## config.mk

```make
export PLATFORM = sky130hd
export DESIGN_NAME = keyword_lexer_tokenizer_top_flat
export DESIGN_NICKNAME = d
export VERILOG_FILES = /design/src/rtl/klt_pkg.sv /design/src/rtl/klt_if.sv /design/src/rtl/klt_front.sv /design/src/rtl/klt_queue.sv /design/src/rtl/klt_back.sv /design/src/rtl/keyword_lexer_tokenizer_top.sv /design/src/flat_wrapper.sv
export VERILOG_INCLUDE_DIRS = /design/src /design/src/rtl
export SDC_FILE = /design/constraint.sdc
export NUM_CORES = 1
export LEC_CHECK = 0
export ABC_AREA = 0
export BUFFER_PORTS_ARGS = -buffer_cell sky130_fd_sc_hd__buf_2
export CAP_MARGIN = 40
export CORE_MARGIN = 8
export CORE_UTILIZATION = 40
export CTS_CLUSTER_SIZE = 8
export DETAILED_ROUTE_END_ITERATION = 16
export PLACE_DENSITY = 0.65
export SKIP_CTS_REPAIR_TIMING = 1
export SLEW_MARGIN = 20
export SYNTH_ARGS = -nofsm -noshare
export SYNTH_HDL_FRONTEND = slang
export SYNTH_SLANG_ARGS = --single-unit
```

## constraint.sdc

```tcl
create_clock -name clk -period 5.96 [get_ports clk]
set_input_delay 0.596 -clock clk [delete_from_list [all_inputs] [get_ports clk]]
set_output_delay 0.596 -clock clk [all_outputs]
set_load 0.02 [all_outputs]
```

## src/rtl/keyword_lexer_tokenizer_top_macros.svh

```systemverilog
// Assertion macros shared by the keyword lexer RTL.
// Included by the modules that carry concurrent assertions.
`ifndef KEYWORD_LEXER_TOKENIZER_TOP_MACROS_SVH
`define KEYWORD_LEXER_TOKENIZER_TOP_MACROS_SVH

// Same-cycle implication, disabled during reset.
`define KLT_ASSERT_NOW(lbl, ck, rs, ante, cons, msg) \
  lbl: assert property (@(posedge ck) disable iff (rs) (ante) |-> (cons)) \
    else $error(msg);

// Next-cycle implication, disabled during reset.
`define KLT_ASSERT_NEXT(lbl, ck, rs, ante, cons, msg) \
  lbl: assert property (@(posedge ck) disable iff (rs) (ante) |=> (cons)) \
    else $error(msg);

`endif

```

## src/rtl/klt_pkg.sv

```systemverilog
// Package for the keyword lexer: token and scan types, queue entry type,
// keyword tables and character class functions. No dependencies.
package klt_pkg;

  localparam int PositionBitsDefault = 16;
  localparam int QueueDepth = 4;
  localparam int OutWidth = 16;

  typedef enum logic [1:0] {
    MODE_IDLE  = 2'd0,
    MODE_IDENT = 2'd1,
    MODE_INT   = 2'd2,
    MODE_LABEL = 2'd3
  } scan_mode_t;

  typedef enum logic [3:0] {
    KIND_IDENT   = 4'd0,
    KIND_LABEL   = 4'd1,
    KIND_INT     = 4'd2,
    KIND_INPUT   = 4'd3,
    KIND_OUTPUT  = 4'd4,
    KIND_GOTO    = 4'd5,
    KIND_IF      = 4'd6,
    KIND_THEN    = 4'd7,
    KIND_EQUAL   = 4'd8,
    KIND_PLUS    = 4'd9,
    KIND_LESS    = 4'd10,
    KIND_INVALID = 4'd11,
    KIND_END     = 4'd12
  } token_code_t;

  typedef struct packed {
    token_code_t           kind;
    logic [OutWidth-1:0]   start;
    logic [OutWidth-1:0]   length;
  } token_t;

  typedef struct packed {
    token_t first;
    token_t second;
    logic   two;
  } queue_entry_t;

  typedef struct packed {
    logic full;
    logic empty;
  } queue_status_t;

  localparam logic [7:0] CharEqual = 8'h3D;
  localparam logic [7:0] CharPlus  = 8'h2B;
  localparam logic [7:0] CharLess  = 8'h3C;
  localparam logic [7:0] CharColon = 8'h3A;
  localparam logic [7:0] CharUnder = 8'h5F;
  localparam logic [7:0] CharEnd   = 8'hFF;

  function automatic logic is_digit(logic [7:0] c);
    return (c >= 8'h30) && (c <= 8'h39);
  endfunction

  function automatic logic is_name(logic [7:0] c);
    return is_digit(c) || ((c >= 8'h61) && (c <= 8'h7A)) ||
           ((c >= 8'h41) && (c <= 8'h5A)) || (c == CharUnder);
  endfunction

  function automatic logic is_space(logic [7:0] c);
    return (c == 8'h20) || ((c >= 8'h09) && (c <= 8'h0D));
  endfunction

  function automatic logic [2:0] kw_len(logic [2:0] k);
    logic [2:0] r;
    case (k)
      3'd0: r = 3'd5;
      3'd1: r = 3'd6;
      3'd2: r = 3'd4;
      3'd3: r = 3'd2;
      3'd4: r = 3'd4;
      default: r = 3'd0;
    endcase
    return r;
  endfunction

  function automatic logic [7:0] kw_char(logic [2:0] k, logic [2:0] idx);
    logic [47:0] s;
    case (k)
      3'd0: s = {"input", 8'h00};
      3'd1: s = "output";
      3'd2: s = {"goto", 16'h0000};
      3'd3: s = {"if", 32'h0};
      3'd4: s = {"then", 16'h0000};
      default: s = 48'h0;
    endcase
    case (idx)
      3'd0: return s[47:40];
      3'd1: return s[39:32];
      3'd2: return s[31:24];
      3'd3: return s[23:16];
      3'd4: return s[15:8];
      3'd5: return s[7:0];
      default: return 8'h00;
    endcase
  endfunction

endpackage

```

## src/rtl/klt_if.sv

```systemverilog
// Handshake interfaces for the keyword lexer: source bytes in, tokens out.
// Depends on nothing.
interface klt_in_if;
  logic       valid;
  logic       ready;
  logic [7:0] data_byte;
  logic       end_marker;

  modport source (output valid, output data_byte, output end_marker, input ready);
  modport sink (input valid, input data_byte, input end_marker, output ready);
endinterface

interface klt_out_if;
  logic        valid;
  logic        ready;
  logic [3:0]  token_code;
  logic [15:0] token_start;
  logic [15:0] token_length;
  logic        run_last;

  modport source (output valid, output token_code, output token_start,
                  output token_length, output run_last, input ready);
  modport sink (input valid, input token_code, input token_start,
                input token_length, input run_last, output ready);
endinterface

```

## src/rtl/klt_front.sv

```systemverilog
// Front part of the keyword lexer: accepts bytes, tracks the pending token
// and pushes the tokens each item causes into the queue. Uses klt_pkg.
module klt_front
  import klt_pkg::*;
#(
  parameter int POSITION_BITS = PositionBitsDefault
) (
  input  logic          clk,
  input  logic          rst,
  klt_in_if.sink        in_items,
  input  queue_status_t q_status,
  output logic          q_push,
  output queue_entry_t  q_entry
);

  localparam int LenBits = (POSITION_BITS < 16) ? POSITION_BITS : 16;

  scan_mode_t               mode, mode_next;
  logic [POSITION_BITS-1:0] byte_position, byte_position_next;
  logic [POSITION_BITS-1:0] pending_start, pending_start_next;
  logic [LenBits-1:0]       pending_length, pending_length_next;
  logic [4:0]               match_mask, match_mask_next;

  logic [7:0]               c;
  logic                     accept;
  logic                     is_end;
  logic                     cont;
  logic                     do_flush;
  logic                     has_byte_tok;
  logic [POSITION_BITS-1:0] pos_inc;
  token_code_t              flush_kind;
  token_t                   flush_tok;
  token_t                   byte_tok;

  function automatic logic [4:0] match_next(logic [4:0] m, logic [LenBits-1:0] len,
                                            logic [7:0] ch);
    logic [4:0] r;
    r = m;
    for (int k = 0; k < 5; k++) begin
      if ((len >= LenBits'(kw_len(3'(k)))) || (kw_char(3'(k), len[2:0]) != ch)) begin
        r[k] = 1'b0;
      end
    end
    return r;
  endfunction

  assign c            = in_items.data_byte;
  assign in_items.ready = !q_status.full;
  assign accept       = in_items.valid && in_items.ready;
  assign is_end       = in_items.end_marker || (c == CharEnd);
  assign pos_inc      = byte_position + POSITION_BITS'(1);
  assign cont         = !is_end && (((mode == MODE_INT) && is_digit(c)) ||
                        (((mode == MODE_IDENT) || (mode == MODE_LABEL)) && is_name(c)));
  assign do_flush     = !cont && (mode != MODE_IDLE);

  always_comb begin
    flush_kind = KIND_IDENT;
    case (mode)
      MODE_INT: flush_kind = KIND_INT;
      MODE_LABEL: flush_kind = KIND_LABEL;
      default: begin
        for (int k = 4; k >= 0; k--) begin
          if (match_mask[k] && (pending_length == LenBits'(kw_len(3'(k))))) begin
            flush_kind = token_code_t'(4'(int'(KIND_INPUT) + k));
          end
        end
      end
    endcase
  end

  // Next state of the scanner.
  always_comb begin
    mode_next           = mode;
    byte_position_next  = byte_position;
    pending_start_next  = pending_start;
    pending_length_next = pending_length;
    match_mask_next     = match_mask;
    if (is_end) begin
      mode_next           = MODE_IDLE;
      byte_position_next  = '0;
      pending_start_next  = '0;
      pending_length_next = '0;
      match_mask_next     = '1;
    end else if (cont) begin
      byte_position_next = pos_inc;
      if (mode == MODE_IDENT) begin
        match_mask_next = match_next(match_mask, pending_length, c);
      end
      if (!(&pending_length)) begin
        pending_length_next = pending_length + LenBits'(1);
      end
    end else begin
      byte_position_next  = pos_inc;
      mode_next           = MODE_IDLE;
      pending_start_next  = '0;
      pending_length_next = '0;
      match_mask_next     = '1;
      if (is_space(c)) begin
        mode_next = MODE_IDLE;
      end else if (c == CharColon) begin
        mode_next          = MODE_LABEL;
        pending_start_next = pos_inc;
      end else if (is_digit(c)) begin
        mode_next           = MODE_INT;
        pending_start_next  = byte_position;
        pending_length_next = LenBits'(1);
      end else if (is_name(c)) begin
        mode_next           = MODE_IDENT;
        pending_start_next  = byte_position;
        pending_length_next = LenBits'(1);
        match_mask_next     = match_next('1, '0, c);
      end
    end
  end

  // Tokens caused by the current item.
  always_comb begin
    flush_tok.kind   = flush_kind;
    flush_tok.start  = OutWidth'(pending_start);
    flush_tok.length = OutWidth'(pending_length);
    byte_tok.kind    = KIND_INVALID;
    byte_tok.start   = OutWidth'(byte_position);
    byte_tok.length  = OutWidth'(1);
    has_byte_tok     = 1'b0;
    if (is_end) begin
      byte_tok.kind   = KIND_END;
      byte_tok.length = '0;
      has_byte_tok    = 1'b1;
    end else if (!cont) begin
      if (c == CharEqual) begin
        byte_tok.kind = KIND_EQUAL;
        has_byte_tok  = 1'b1;
      end else if (c == CharPlus) begin
        byte_tok.kind = KIND_PLUS;
        has_byte_tok  = 1'b1;
      end else if (c == CharLess) begin
        byte_tok.kind = KIND_LESS;
        has_byte_tok  = 1'b1;
      end else if (!is_space(c) && (c != CharColon) && !is_name(c)) begin
        has_byte_tok = 1'b1;
      end
    end
    q_entry.first  = do_flush ? flush_tok : byte_tok;
    q_entry.second = byte_tok;
    q_entry.two    = do_flush && has_byte_tok;
    q_push         = accept && (do_flush || has_byte_tok);
  end

  always_ff @(posedge clk) begin
    if (rst) begin
      mode           <= MODE_IDLE;
      byte_position  <= '0;
      pending_start  <= '0;
      pending_length <= '0;
      match_mask     <= '1;
    end else if (accept) begin
      mode           <= mode_next;
      byte_position  <= byte_position_next;
      pending_start  <= pending_start_next;
      pending_length <= pending_length_next;
      match_mask     <= match_mask_next;
    end
  end

endmodule

```

## src/rtl/klt_queue.sv

```systemverilog
// Short register queue of token entries between front and back parts.
// Uses klt_pkg and the assertion macros.
`include "keyword_lexer_tokenizer_top_macros.svh"
module klt_queue
  import klt_pkg::*;
(
  input  logic          clk,
  input  logic          rst,
  input  logic          push,
  input  queue_entry_t  push_entry,
  input  logic          pop,
  output queue_entry_t  head,
  output queue_status_t status
);

  localparam int PtrBits = (QueueDepth > 1) ? $clog2(QueueDepth) : 1;
  localparam int CountBits = $clog2(QueueDepth + 1);

  queue_entry_t         entries [QueueDepth];
  logic [PtrBits-1:0]   wr_ptr;
  logic [PtrBits-1:0]   rd_ptr;
  logic [CountBits-1:0] count;
  logic                 do_push;
  logic                 do_pop;

  assign status.full  = (count == CountBits'(QueueDepth));
  assign status.empty = (count == '0);
  assign do_push      = push && !status.full;
  assign do_pop       = pop && !status.empty;
  assign head         = entries[rd_ptr];

  always_ff @(posedge clk) begin
    if (do_push) begin
      entries[wr_ptr] <= push_entry;
    end
  end

  always_ff @(posedge clk) begin
    if (rst) begin
      wr_ptr <= '0;
      rd_ptr <= '0;
      count  <= '0;
    end else begin
      if (do_push) begin
        wr_ptr <= (wr_ptr == PtrBits'(QueueDepth - 1)) ? '0 : wr_ptr + PtrBits'(1);
      end
      if (do_pop) begin
        rd_ptr <= (rd_ptr == PtrBits'(QueueDepth - 1)) ? '0 : rd_ptr + PtrBits'(1);
      end
      count <= count + CountBits'(do_push) - CountBits'(do_pop);
    end
  end

  `KLT_ASSERT_NOW(a_no_push_full, clk, rst, push, !status.full, "Push into a full queue.")
  `KLT_ASSERT_NOW(a_no_pop_empty, clk, rst, pop, !status.empty, "Pop from an empty queue.")

endmodule

```

## src/rtl/klt_back.sv

```systemverilog
// Back part of the keyword lexer: splits queue entries into single tokens
// and holds them in the output register. Uses klt_pkg and the macros.
`include "keyword_lexer_tokenizer_top_macros.svh"
module klt_back
  import klt_pkg::*;
(
  input  logic          clk,
  input  logic          rst,
  input  queue_entry_t  q_head,
  input  queue_status_t q_status,
  output logic          q_pop,
  klt_out_if.source     tokens
);

  logic   out_valid;
  token_t out_tok;
  logic   out_last;
  logic   phase, phase_next;
  logic   load;
  logic   sel_last;
  token_t sel_tok;

  assign load     = !q_status.empty && (!out_valid || tokens.ready);
  assign sel_tok  = phase ? q_head.second : q_head.first;
  assign sel_last = phase || !q_head.two;
  assign q_pop    = load && sel_last;

  always_comb begin
    phase_next = phase;
    if (load) begin
      phase_next = !sel_last;
    end
  end

  always_ff @(posedge clk) begin
    if (rst) begin
      out_valid <= 1'b0;
      phase     <= 1'b0;
    end else begin
      phase <= phase_next;
      if (load) begin
        out_valid <= 1'b1;
      end else if (tokens.ready) begin
        out_valid <= 1'b0;
      end
    end
  end

  always_ff @(posedge clk) begin
    if (load) begin
      out_tok  <= sel_tok;
      out_last <= sel_last;
    end
  end

  assign tokens.valid        = out_valid;
  assign tokens.token_code   = out_tok.kind;
  assign tokens.token_start  = out_tok.start;
  assign tokens.token_length = out_tok.length;
  assign tokens.run_last     = out_last;

  `KLT_ASSERT_NOW(a_phase_entry, clk, rst, phase, !q_status.empty && q_head.two,
    "Second token pending without a two-token entry.")
  `KLT_ASSERT_NEXT(a_split_phase, clk, rst, load && !sel_last, phase && !out_last,
    "First of two tokens did not leave the second pending.")
  `KLT_ASSERT_NOW(a_pop_last, clk, rst, q_pop, sel_last,
    "Entry popped before its last token.")

endmodule

```

## src/rtl/keyword_lexer_tokenizer_top.sv

```systemverilog
// Top level of the keyword lexer: front part, token queue and back part.
// Uses klt_pkg, klt_if, klt_front, klt_queue and klt_back.
//
//   Channel    Dir  Payload                                            Accepted when
//   in_items   in   data_byte[7:0], end_marker                         valid && ready
//   tokens     out  token_code[3:0], token_start[15:0],                valid && ready
//                   token_length[15:0], run_last
//
// The front part takes one byte per cycle while the four-entry queue has room.
// An item that yields two tokens leaves through the single output register one
// token at a time, and its queue entry is popped only with its second token.
// Each token is registered in the output register from the head of the queue.
// Reset is synchronous; after it the scanner is between tokens at offset 0.
// A stalled output fills the queue and then holds ready low on the input.
module keyword_lexer_tokenizer_top
  import klt_pkg::*;
#(
  parameter int POSITION_BITS = PositionBitsDefault
) (
  input logic        clk,
  input logic        rst,
  klt_in_if.sink     in_items,
  klt_out_if.source  tokens
);

  queue_status_t q_status;
  queue_entry_t  push_entry;
  queue_entry_t  q_head;
  logic          q_push;
  logic          q_pop;

  klt_front #(
    .POSITION_BITS(POSITION_BITS)
  ) u_front (
    .clk      (clk),
    .rst      (rst),
    .in_items (in_items),
    .q_status (q_status),
    .q_push   (q_push),
    .q_entry  (push_entry)
  );

  klt_queue u_queue (
    .clk        (clk),
    .rst        (rst),
    .push       (q_push),
    .push_entry (push_entry),
    .pop        (q_pop),
    .head       (q_head),
    .status     (q_status)
  );

  klt_back u_back (
    .clk      (clk),
    .rst      (rst),
    .q_head   (q_head),
    .q_status (q_status),
    .q_pop    (q_pop),
    .tokens   (tokens)
  );

endmodule
```

## src/flat_wrapper.sv

```systemverilog
// flat-port wrapper written by rule: the top's interface ports become plain ports
module keyword_lexer_tokenizer_top_flat import klt_pkg::*;
#(
  parameter int POSITION_BITS = PositionBitsDefault
)
  (clk, rst, in_items_valid, in_items_data_byte, in_items_end_marker, in_items_ready, tokens_valid, tokens_token_code, tokens_token_start, tokens_token_length, tokens_run_last, tokens_ready);
  klt_in_if in_items_i ();
  klt_out_if tokens_i ();
  input logic clk;
  input logic rst;
  input wire logic [$bits(in_items_i.valid)-1:0] in_items_valid;
  input wire logic [$bits(in_items_i.data_byte)-1:0] in_items_data_byte;
  input wire logic [$bits(in_items_i.end_marker)-1:0] in_items_end_marker;
  output wire logic [$bits(in_items_i.ready)-1:0] in_items_ready;
  output wire logic [$bits(tokens_i.valid)-1:0] tokens_valid;
  output wire logic [$bits(tokens_i.token_code)-1:0] tokens_token_code;
  output wire logic [$bits(tokens_i.token_start)-1:0] tokens_token_start;
  output wire logic [$bits(tokens_i.token_length)-1:0] tokens_token_length;
  output wire logic [$bits(tokens_i.run_last)-1:0] tokens_run_last;
  input wire logic [$bits(tokens_i.ready)-1:0] tokens_ready;
  assign in_items_i.valid = in_items_valid;
  assign in_items_i.data_byte = in_items_data_byte;
  assign in_items_i.end_marker = in_items_end_marker;
  assign in_items_ready = in_items_i.ready;
  assign tokens_valid = tokens_i.valid;
  assign tokens_token_code = tokens_i.token_code;
  assign tokens_token_start = tokens_i.token_start;
  assign tokens_token_length = tokens_i.token_length;
  assign tokens_run_last = tokens_i.run_last;
  assign tokens_i.ready = tokens_ready;
  keyword_lexer_tokenizer_top #(.POSITION_BITS(POSITION_BITS)) u_core (.clk(clk), .rst(rst), .in_items(in_items_i), .tokens(tokens_i));
endmodule
```

Word-level counts from Yosys, hierarchy flattened
Memory sizes are Yosys's and may differ from the RTL's. A register that Yosys moved wholly into a read port is not among the register bits.
Index checks and enable logic that the tools add are counted.
{"block": "word_totals", "regBits": 101, "wordCells": 297, "inputBits": 13, "mem_count": 1, "ramBits": 228}
{"memory": "u_core.u_queue.entries", "words": 4, "word_bits": 57, "read_ports": 1, "rd_ports_with_merged_regs": 1, "wr": 1, "line": "klt_queue.sv:19", "source": "queue_entry_t entries [QueueDepth];"}
{"block": "op_classes", "n_mux": 149, "add_sub_neg": 6, "reduce_logical": 67, "n_eq_ne": 40, "n_lt_le_gt_ge": 16}
{"cell": "8-bit two-way mux", "count": 39}
{"cell": "16-bit two-way mux", "count": 10}
{"cell": "3-bit two-way mux", "count": 42}
{"cell": "36-bit two-way mux", "count": 2}
{"cell": "8-bit != test", "count": 9}
{"cell": "16-bit by 3-bit equality test with 1-bit output", "count": 4}
{"cell": "16-bit by 3-bit greater-or-equal comparator with 1-bit output", "count": 4}
{"cell": "7-bit case mux with 4 select lines", "count": 2}
{"cell": "8-bit by 6-bit equality test with 1-bit output, second input constant", "count": 5}
{"cell": "5-bit two-way mux", "count": 7}
{"cell": "7-bit case mux with 5 select lines", "count": 1}
{"cell": "16-bit by 1-bit adder with 16-bit output, second input constant", "count": 2}
{"cell": "1-bit two-way mux", "count": 27}
{"cell": "2-bit two-way mux", "count": 12}
{"cell": "1-bit logical AND", "count": 22}
{"cell": "7-bit case mux with 3 select lines", "count": 1}
{"cell": "1-bit logical OR", "count": 20}
{"cell": "3-bit by 2-bit != test with 1-bit output, second input constant", "count": 6}
{"cell": "8-bit by 7-bit greater-or-equal comparator with 1-bit output, second input constant", "count": 2}
{"cell": "8-bit by 7-bit less-or-equal comparator with 1-bit output, second input constant", "count": 2}
{"cell": "4-bit two-way mux", "count": 4}
{"cell": "16-bit AND reduction", "count": 1}
{"cell": "3-bit AND reduction", "count": 5}
{"cell": "7-bit case mux with 2 select lines", "count": 1}
{"cell": "24 further kinds", "count": 48}

Logic depth before layout (Yosys ltp)
{"block": "logic_depth", "word_depth": 20, "ltp_mapped": 16}

Cells and area by module
Synthesis repeated with hierarchy kept, for this count alone.
{"block": "unflattened", "cells_unflattened": 1162, "area_unflattened_um2": 17285.3}
{"mod": "klt_queue", "n_inst": 1, "area_per_inst_um2": 10991.8, "seq_area_each_um2": 8948.6, "cells_per_inst": 431}
{"mod": "klt_front", "n_inst": 1, "area_per_inst_um2": 4503.1, "seq_area_each_um2": 1101.1, "cells_per_inst": 643}
{"mod": "klt_back", "n_inst": 1, "area_per_inst_um2": 1790.5, "seq_area_each_um2": 1151.1, "cells_per_inst": 88}

Worst setup path after synthesis
Ideal clock, no wire load.
{"block": "synth_timing", "kind": "input-to-reg", "start": "input port in_items_data_byte[0]", "end": "memory u_core.u_queue.entries[3][0] (netlist name) (enable)", "cell_stages": 6, "arrival_ns": 3.303, "required_ns": 5.539, "setup_ns": 0.421, "path_slack_ns": 2.236, "path_cell_list": "buf_2 > nor3_1 > o2bb2ai_2 > o211ai_2 > o31ai_1 > and3_1"}
{"block": "synth_between", "elab_chain_cells": 18}
{"item": "from (decl)", "line": "flat_wrapper.sv:12", "source": "input wire logic [$bits(in_items_i.data_byte)-1:0] in_items_data_byte;"}
{"item": "8-bit by 6-bit greater-or-equal comparator with 1-bit output (tied with other cells)", "line": "klt_pkg.sv:57", "source": "return (c >= 8'h30) && (c <= 8'h39);"}
{"item": "1-bit logical AND, on equally long branches", "line": "klt_pkg.sv:57, klt_pkg.sv:61"}
{"item": "1-bit logical OR (2 in series)", "line": "klt_pkg.sv:61", "source": "return is_digit(c) || ((c >= 8'h61) && (c <= 8'h7A)) ||"}
{"item": "1-bit logical OR", "line": "klt_pkg.sv:62", "source": "((c >= 8'h41) && (c <= 8'h5A)) || (c == CharUnder);"}
{"item": "1-bit zero test", "line": "klt_front.sv:139", "source": "end else if (!is_space(c) && (c != CharColon) && !is_name(c)) begin"}
{"item": "1-bit logical AND", "line": "klt_front.sv:139"}
{"item": "1-bit two-way mux", "line": "klt_front.sv:139"}
{"item": "1-bit two-way mux", "line": "klt_front.sv:136", "source": "end else if (c == CharLess) begin"}
{"item": "1-bit two-way mux", "line": "klt_front.sv:133", "source": "end else if (c == CharPlus) begin"}
{"item": "1-bit two-way mux", "line": "klt_front.sv:130", "source": "if (c == CharEqual) begin"}
{"item": "1-bit two-way mux", "line": "klt_front.sv:129", "source": "end else if (!cont) begin"}
{"item": "1-bit two-way mux", "line": "klt_front.sv:125", "source": "if (is_end) begin"}
{"item": "1-bit logical OR *", "line": "klt_front.sv:146", "source": "q_push = accept && (do_flush || has_byte_tok);"}
{"item": "1-bit logical AND *", "line": "klt_front.sv:146"}
{"item": "1-bit logical AND *", "line": "klt_queue.sv:28", "source": "assign do_push = push && !status.full;"}
{"item": "1-bit two-way mux *", "line": "klt_queue.sv:33", "source": "if (do_push) begin"}
{"item": "1-bit two-way mux (implied by the code) *", "line": "klt_queue.sv:34", "source": "entries[wr_ptr] <= push_entry;"}
{"item": "to (decl)", "line": "klt_queue.sv:19"}
Every way passes the cells marked *; elsewhere a longest branch is shown, timed or not.

Worst setup path after layout
{"block": "layout_timing", "start": "input port in_items_data_byte[1]", "end": "register u_core.u_queue.count[2]"}
{"block": "layout_between", "elab_chain_cells": 18}
{"item": "8-bit by 6-bit greater-or-equal comparator with 1-bit output (tied with other cells)", "line": "klt_pkg.sv:57"}
{"item": "1-bit logical AND, on equally long branches", "line": "klt_pkg.sv:57, klt_pkg.sv:61"}
{"item": "1-bit logical OR (2 in series)", "line": "klt_pkg.sv:61"}
{"item": "1-bit logical OR", "line": "klt_pkg.sv:62"}
{"item": "1-bit zero test", "line": "klt_front.sv:139"}
{"item": "1-bit logical AND", "line": "klt_front.sv:139"}
{"item": "1-bit two-way mux", "line": "klt_front.sv:139"}
{"item": "1-bit two-way mux", "line": "klt_front.sv:136"}
{"item": "1-bit two-way mux", "line": "klt_front.sv:133"}
{"item": "1-bit two-way mux", "line": "klt_front.sv:130"}
{"item": "1-bit two-way mux", "line": "klt_front.sv:129"}
{"item": "1-bit two-way mux", "line": "klt_front.sv:125"}
{"item": "1-bit logical OR *", "line": "klt_front.sv:146"}
{"item": "1-bit logical AND *", "line": "klt_front.sv:146"}
{"item": "1-bit logical AND *", "line": "klt_queue.sv:28"}
{"item": "3-bit by 1-bit adder with 3-bit output *", "line": "klt_queue.sv:50", "source": "count <= count + CountBits'(do_push) - CountBits'(do_pop);"}
{"item": "3-bit by 1-bit subtractor with 3-bit output *", "line": "klt_queue.sv:50"}
{"item": "to (signal assigned)", "line": "klt_queue.sv:50"}
{"item": "to (decl)", "line": "klt_queue.sv:22", "source": "logic [CountBits-1:0] count;"}
Marks and branches as above.
A chain may end at the register's enable or synchronous reset.

==> results by group <==
Die
  – Initial Utilization: 40.3%
  – Standard-cell rows: 70
  – Die W: 207 um
  – Die Y: 207 um
  – Ports: 52
  – Core ar.: 0.0363 sq mm
  – Die ar.: 0.0430 sq mm

Placement
  – Routability Congestion: 0.813
  – PortBufs: 51
  – Placed cell area: 0.0154 sq mm
  – DP Wirelength: 20300 um
  – Pre-CTS setup slack: 1.95 ns

Route
  – Post-route antenna net violation count: 0
  – DR pass1 iterations: 5
  – DR vias: 9117
  – # DRC: 0
  – Starting DRT DRC Count: 749
  – WL per Instance: 19.9 um
  – Total Wirelength: 32500 um
  – Vias/cell: 5.58

Power
  – Reg power frac: 43.0%
  – Combinational share of power: 22.2%
  – Worst VDD drop: 0.178 mV
  – Clk network pwr share: 34.8%
  – NetSw: 1.97 mW
  – Pint: 5.02 mW
  – Switching Fraction: 28.1%
  – Leak Pwr: 5.64 nW
  – Power Dens Cells: 418 mW/mm^2
  – Total power: 6.99 mW

Layout
  – Share of cells above drive strength 1: 19.2%
  – Nets: 1156
  – Layout area overhead: 14.2%
  – # diodes: 0
  – FILL cells: 3176
  – Cell area after layout: 0.0167 sq mm

Logic synthesis
  – Xor and xnor fraction of the mapped netlist area: 0.777%
  – Area fraction of the dominant cell type after synthesis: 54.3%
  – Top cells by area, synth: edfxtp_1 54%, dfxtp_1 9.0%, mux4_2 8.8%
  – Mapped Nets: 1110
  – Most common cell in the netlist: edfxtp_1
  – Yosys warns: 0
  – Cells after Synth: 1083
  – Post-synthesis compound-gate area fraction: 8.96%
  – Mapped cell area: 0.0147 sq mm
  – Asr flop ratio synth: 0%
  – Mean Syn Cell Area: 13.5 sq um
  – Synth cell types: 75
  – Multiplexer area fraction after synthesis: 10.4%
  – Post-synth EDFFs: 265
  – Dominant combinational cell family by area after synthesis: simple AND/OR/NAND/NOR gates
  – Synth Register Bits: 331
  – Simple-gate share of the synthesized area: 12.5%
  – Adder-Cell Fraction of Synth Area: 1.25%
  – Synth area leader: edfxtp_1
  – Main flop type after synthesis: edfxtp_1
  – Post-synth top cells: 265 x edfxtp_1, 114 x nand2_1, 66 x dfxtp_1
  – Sequential fraction of the synthesis area: 63.3%

GRT
  – Initial antenna violation count: 0
  – Global-route wire length before repair: 52400 um
  – Gr ovfl total: 0
  – All-Layer GR Usage: 15.1%
  – Vias in the first global route: 9312
  – Largest net degree at the start of global routing: 52

STA
  – Worst Tran Pin Value: 0.885 ns
  – Hold WS: 0.470 ns
  – RSZ-0062 raised after global routing: false
  – Clock period minus worst slack: 3.53 ns
  – Hold Vio Cnt, Final: 0
  – # setup viols final: 0
  – F_max: 283 MHz
  – Final Slew Violations: 0
  – Final period util: 59.3%
  – Clock skew: 0.0251 ns
  – Max transition margin: 40.8%
  – Fin worst setup slack: 2.43 ns
  – Final TNS setup: 0 ns

Clock tree
  – CTS clk-pin slew, worst paths: 0.05 ns
  – Root Buffer: clkbuf_16
  – Htree depth: 2
  – Clk sinks: 331
  – Clock Latency Late Sink: 0.55 ns
  – Num CTS Buffers: 47
  – Clk buf depth: 3
  – CTS tree: yes

Critical path
  – Worst Path Arrival: 3.94 ns
  – Worst Path Required: 6.36 ns
  – CP startpoint kind: input pin
  – Crit Path Class: in2reg
  – Critical path peak fanout: 26
  – Setup crit end kind: flip-flop

Hold path
  – HP Class: reg2reg

Run
  – Maxcap violations: 0

Outcome
  – Outcome: finished, final reports clean
## flip-flops by register name, summed over array words and instances, names as in the netlist, 4 cells and up, named ones only
| register | count |
|---|---|
| u_core.u_back.tokens.token_length | 16 |
| u_core.u_front.byte_position | 16 |
| u_core.u_queue.entries | 228 |
| u_core.u_front.pending_start | 16 |
| u_core.u_back.tokens.token_start | 16 |
| u_core.u_back.tokens.token_code | 4 |
| u_core.u_front.match_mask | 5 |
| u_core.u_front.pending_length | 16 |
## critical path, cell delays in order
cell	delay, ns
buf_2	0.34
and4_1	0.30
a41o_1	0.18
buf_4	0.30
inv_1	0.28
and4_1	0.24
o31a_1	0.11
nor2_1	0.18
inv_1	0.07
ha_1	0.27
inv_1	0.04
ha_1	0.19
fa_1	0.42
xnor2_1	0.19
xnor2_1	0.14
nor2_1	0.05
## metrics by stage
stage          utilization [%]  std cells
2_1_floorplan                -       1083
3_3_place_gp              42.1       1544
4_1_cts                   46.0       1633
3_5_place_dp              42.3       1548
5_1_grt                   46.0       1633
6_report                  46.0       1633
## placed cells by master (no fill, tap or decap), types with 11 or more instances in the layout
| master | instances |
|---|---|
| edfxtp_1 | 265 |
| nand2_1 | 114 |
| dfxtp_1 | 64 |
| nor2_1 | 60 |
| mux4_2 | 57 |
| o21ai_0 | 57 |
| buf_2 | 52 |
| a21oi_1 | 48 |
| clkbuf_16 | 48 |
| and2_1 | 36 |
| clkbuf_1 | 34 |
| nand3_1 | 33 |
| nor3_1 | 24 |
| inv_1 | 19 |
| o31ai_1 | 18 |
| a22o_1 | 13 |
| ha_1 | 13 |
| nand4_1 | 12 |
| buf_4 | 12 |
| or3_1 | 11 |
## cell families after synthesis
family          count (synthesis)
compound gates                196
xor+xnor                       13
fa+ha+maj                      14
buf+inv                        93
flops                         331
mux                            76
simple gates                  360
## cell type report
cell class                 instances  area, sq um  area share (%)
sequential                       331         9280            55.5
timing repair buffer              69          450            2.69
multi-input combinational        659         4970            29.7
inverter                          21         78.8           0.471
tap                              468          586            3.50
clock buffer                      82         1330            7.94
clock inverter                     3         32.5           0.194
## power groups by stage
| stage | sequential [mW] | clock, mW | combinational (mW) |
|---|---|---|---|
| final | 3.01 | 2.43 | 1.55 |
| after global routing | 3.04 | 2.57 | 1.69 |
| after CTS | 3.02 | 2.47 | 1.59 |
| after detailed placement | 3.06 | 0 | 1.59 |
| after global placement | 3.06 | 0 | 1.54 |
| after floorplan | 3.19 | 0 | 0.941 |
## metal layers
metal | global-route usage (%) | wire, um | vias up
met2 | 24.1 | 15200 | 264
li1 | - | - | 4244
met4 | 4.36 | 555 | 0
met5 | 0 | 0 | -
met1 | 20.9 | 15100 | 4566
met3 | 2.66 | 1730 | 43
## worst paths after layout
check | startpoint | endpoint | slack, ns | cells past startpoint
setup reg to reg | u_core.u_queue.count[2]$_SDFF_PP0_ | u_core.u_queue.count[2]$_SDFF_PP0_ | 2.89 | 13
hold / removal | u_core.u_front.match_mask[3]$_SDFFE_PP1P_ | u_core.u_front.match_mask[3]$_SDFFE_PP1P_ | 0.47 | 2
setup / recovery | in_items_data_byte[1] | u_core.u_queue.count[2]$_SDFF_PP0_ | 2.43 | 16
hold reg to reg | u_core.u_front.match_mask[3]$_SDFFE_PP1P_ | u_core.u_front.match_mask[3]$_SDFFE_PP1P_ | 0.47 | 2
No activity file was read; power rests on OpenSTA's default activity.
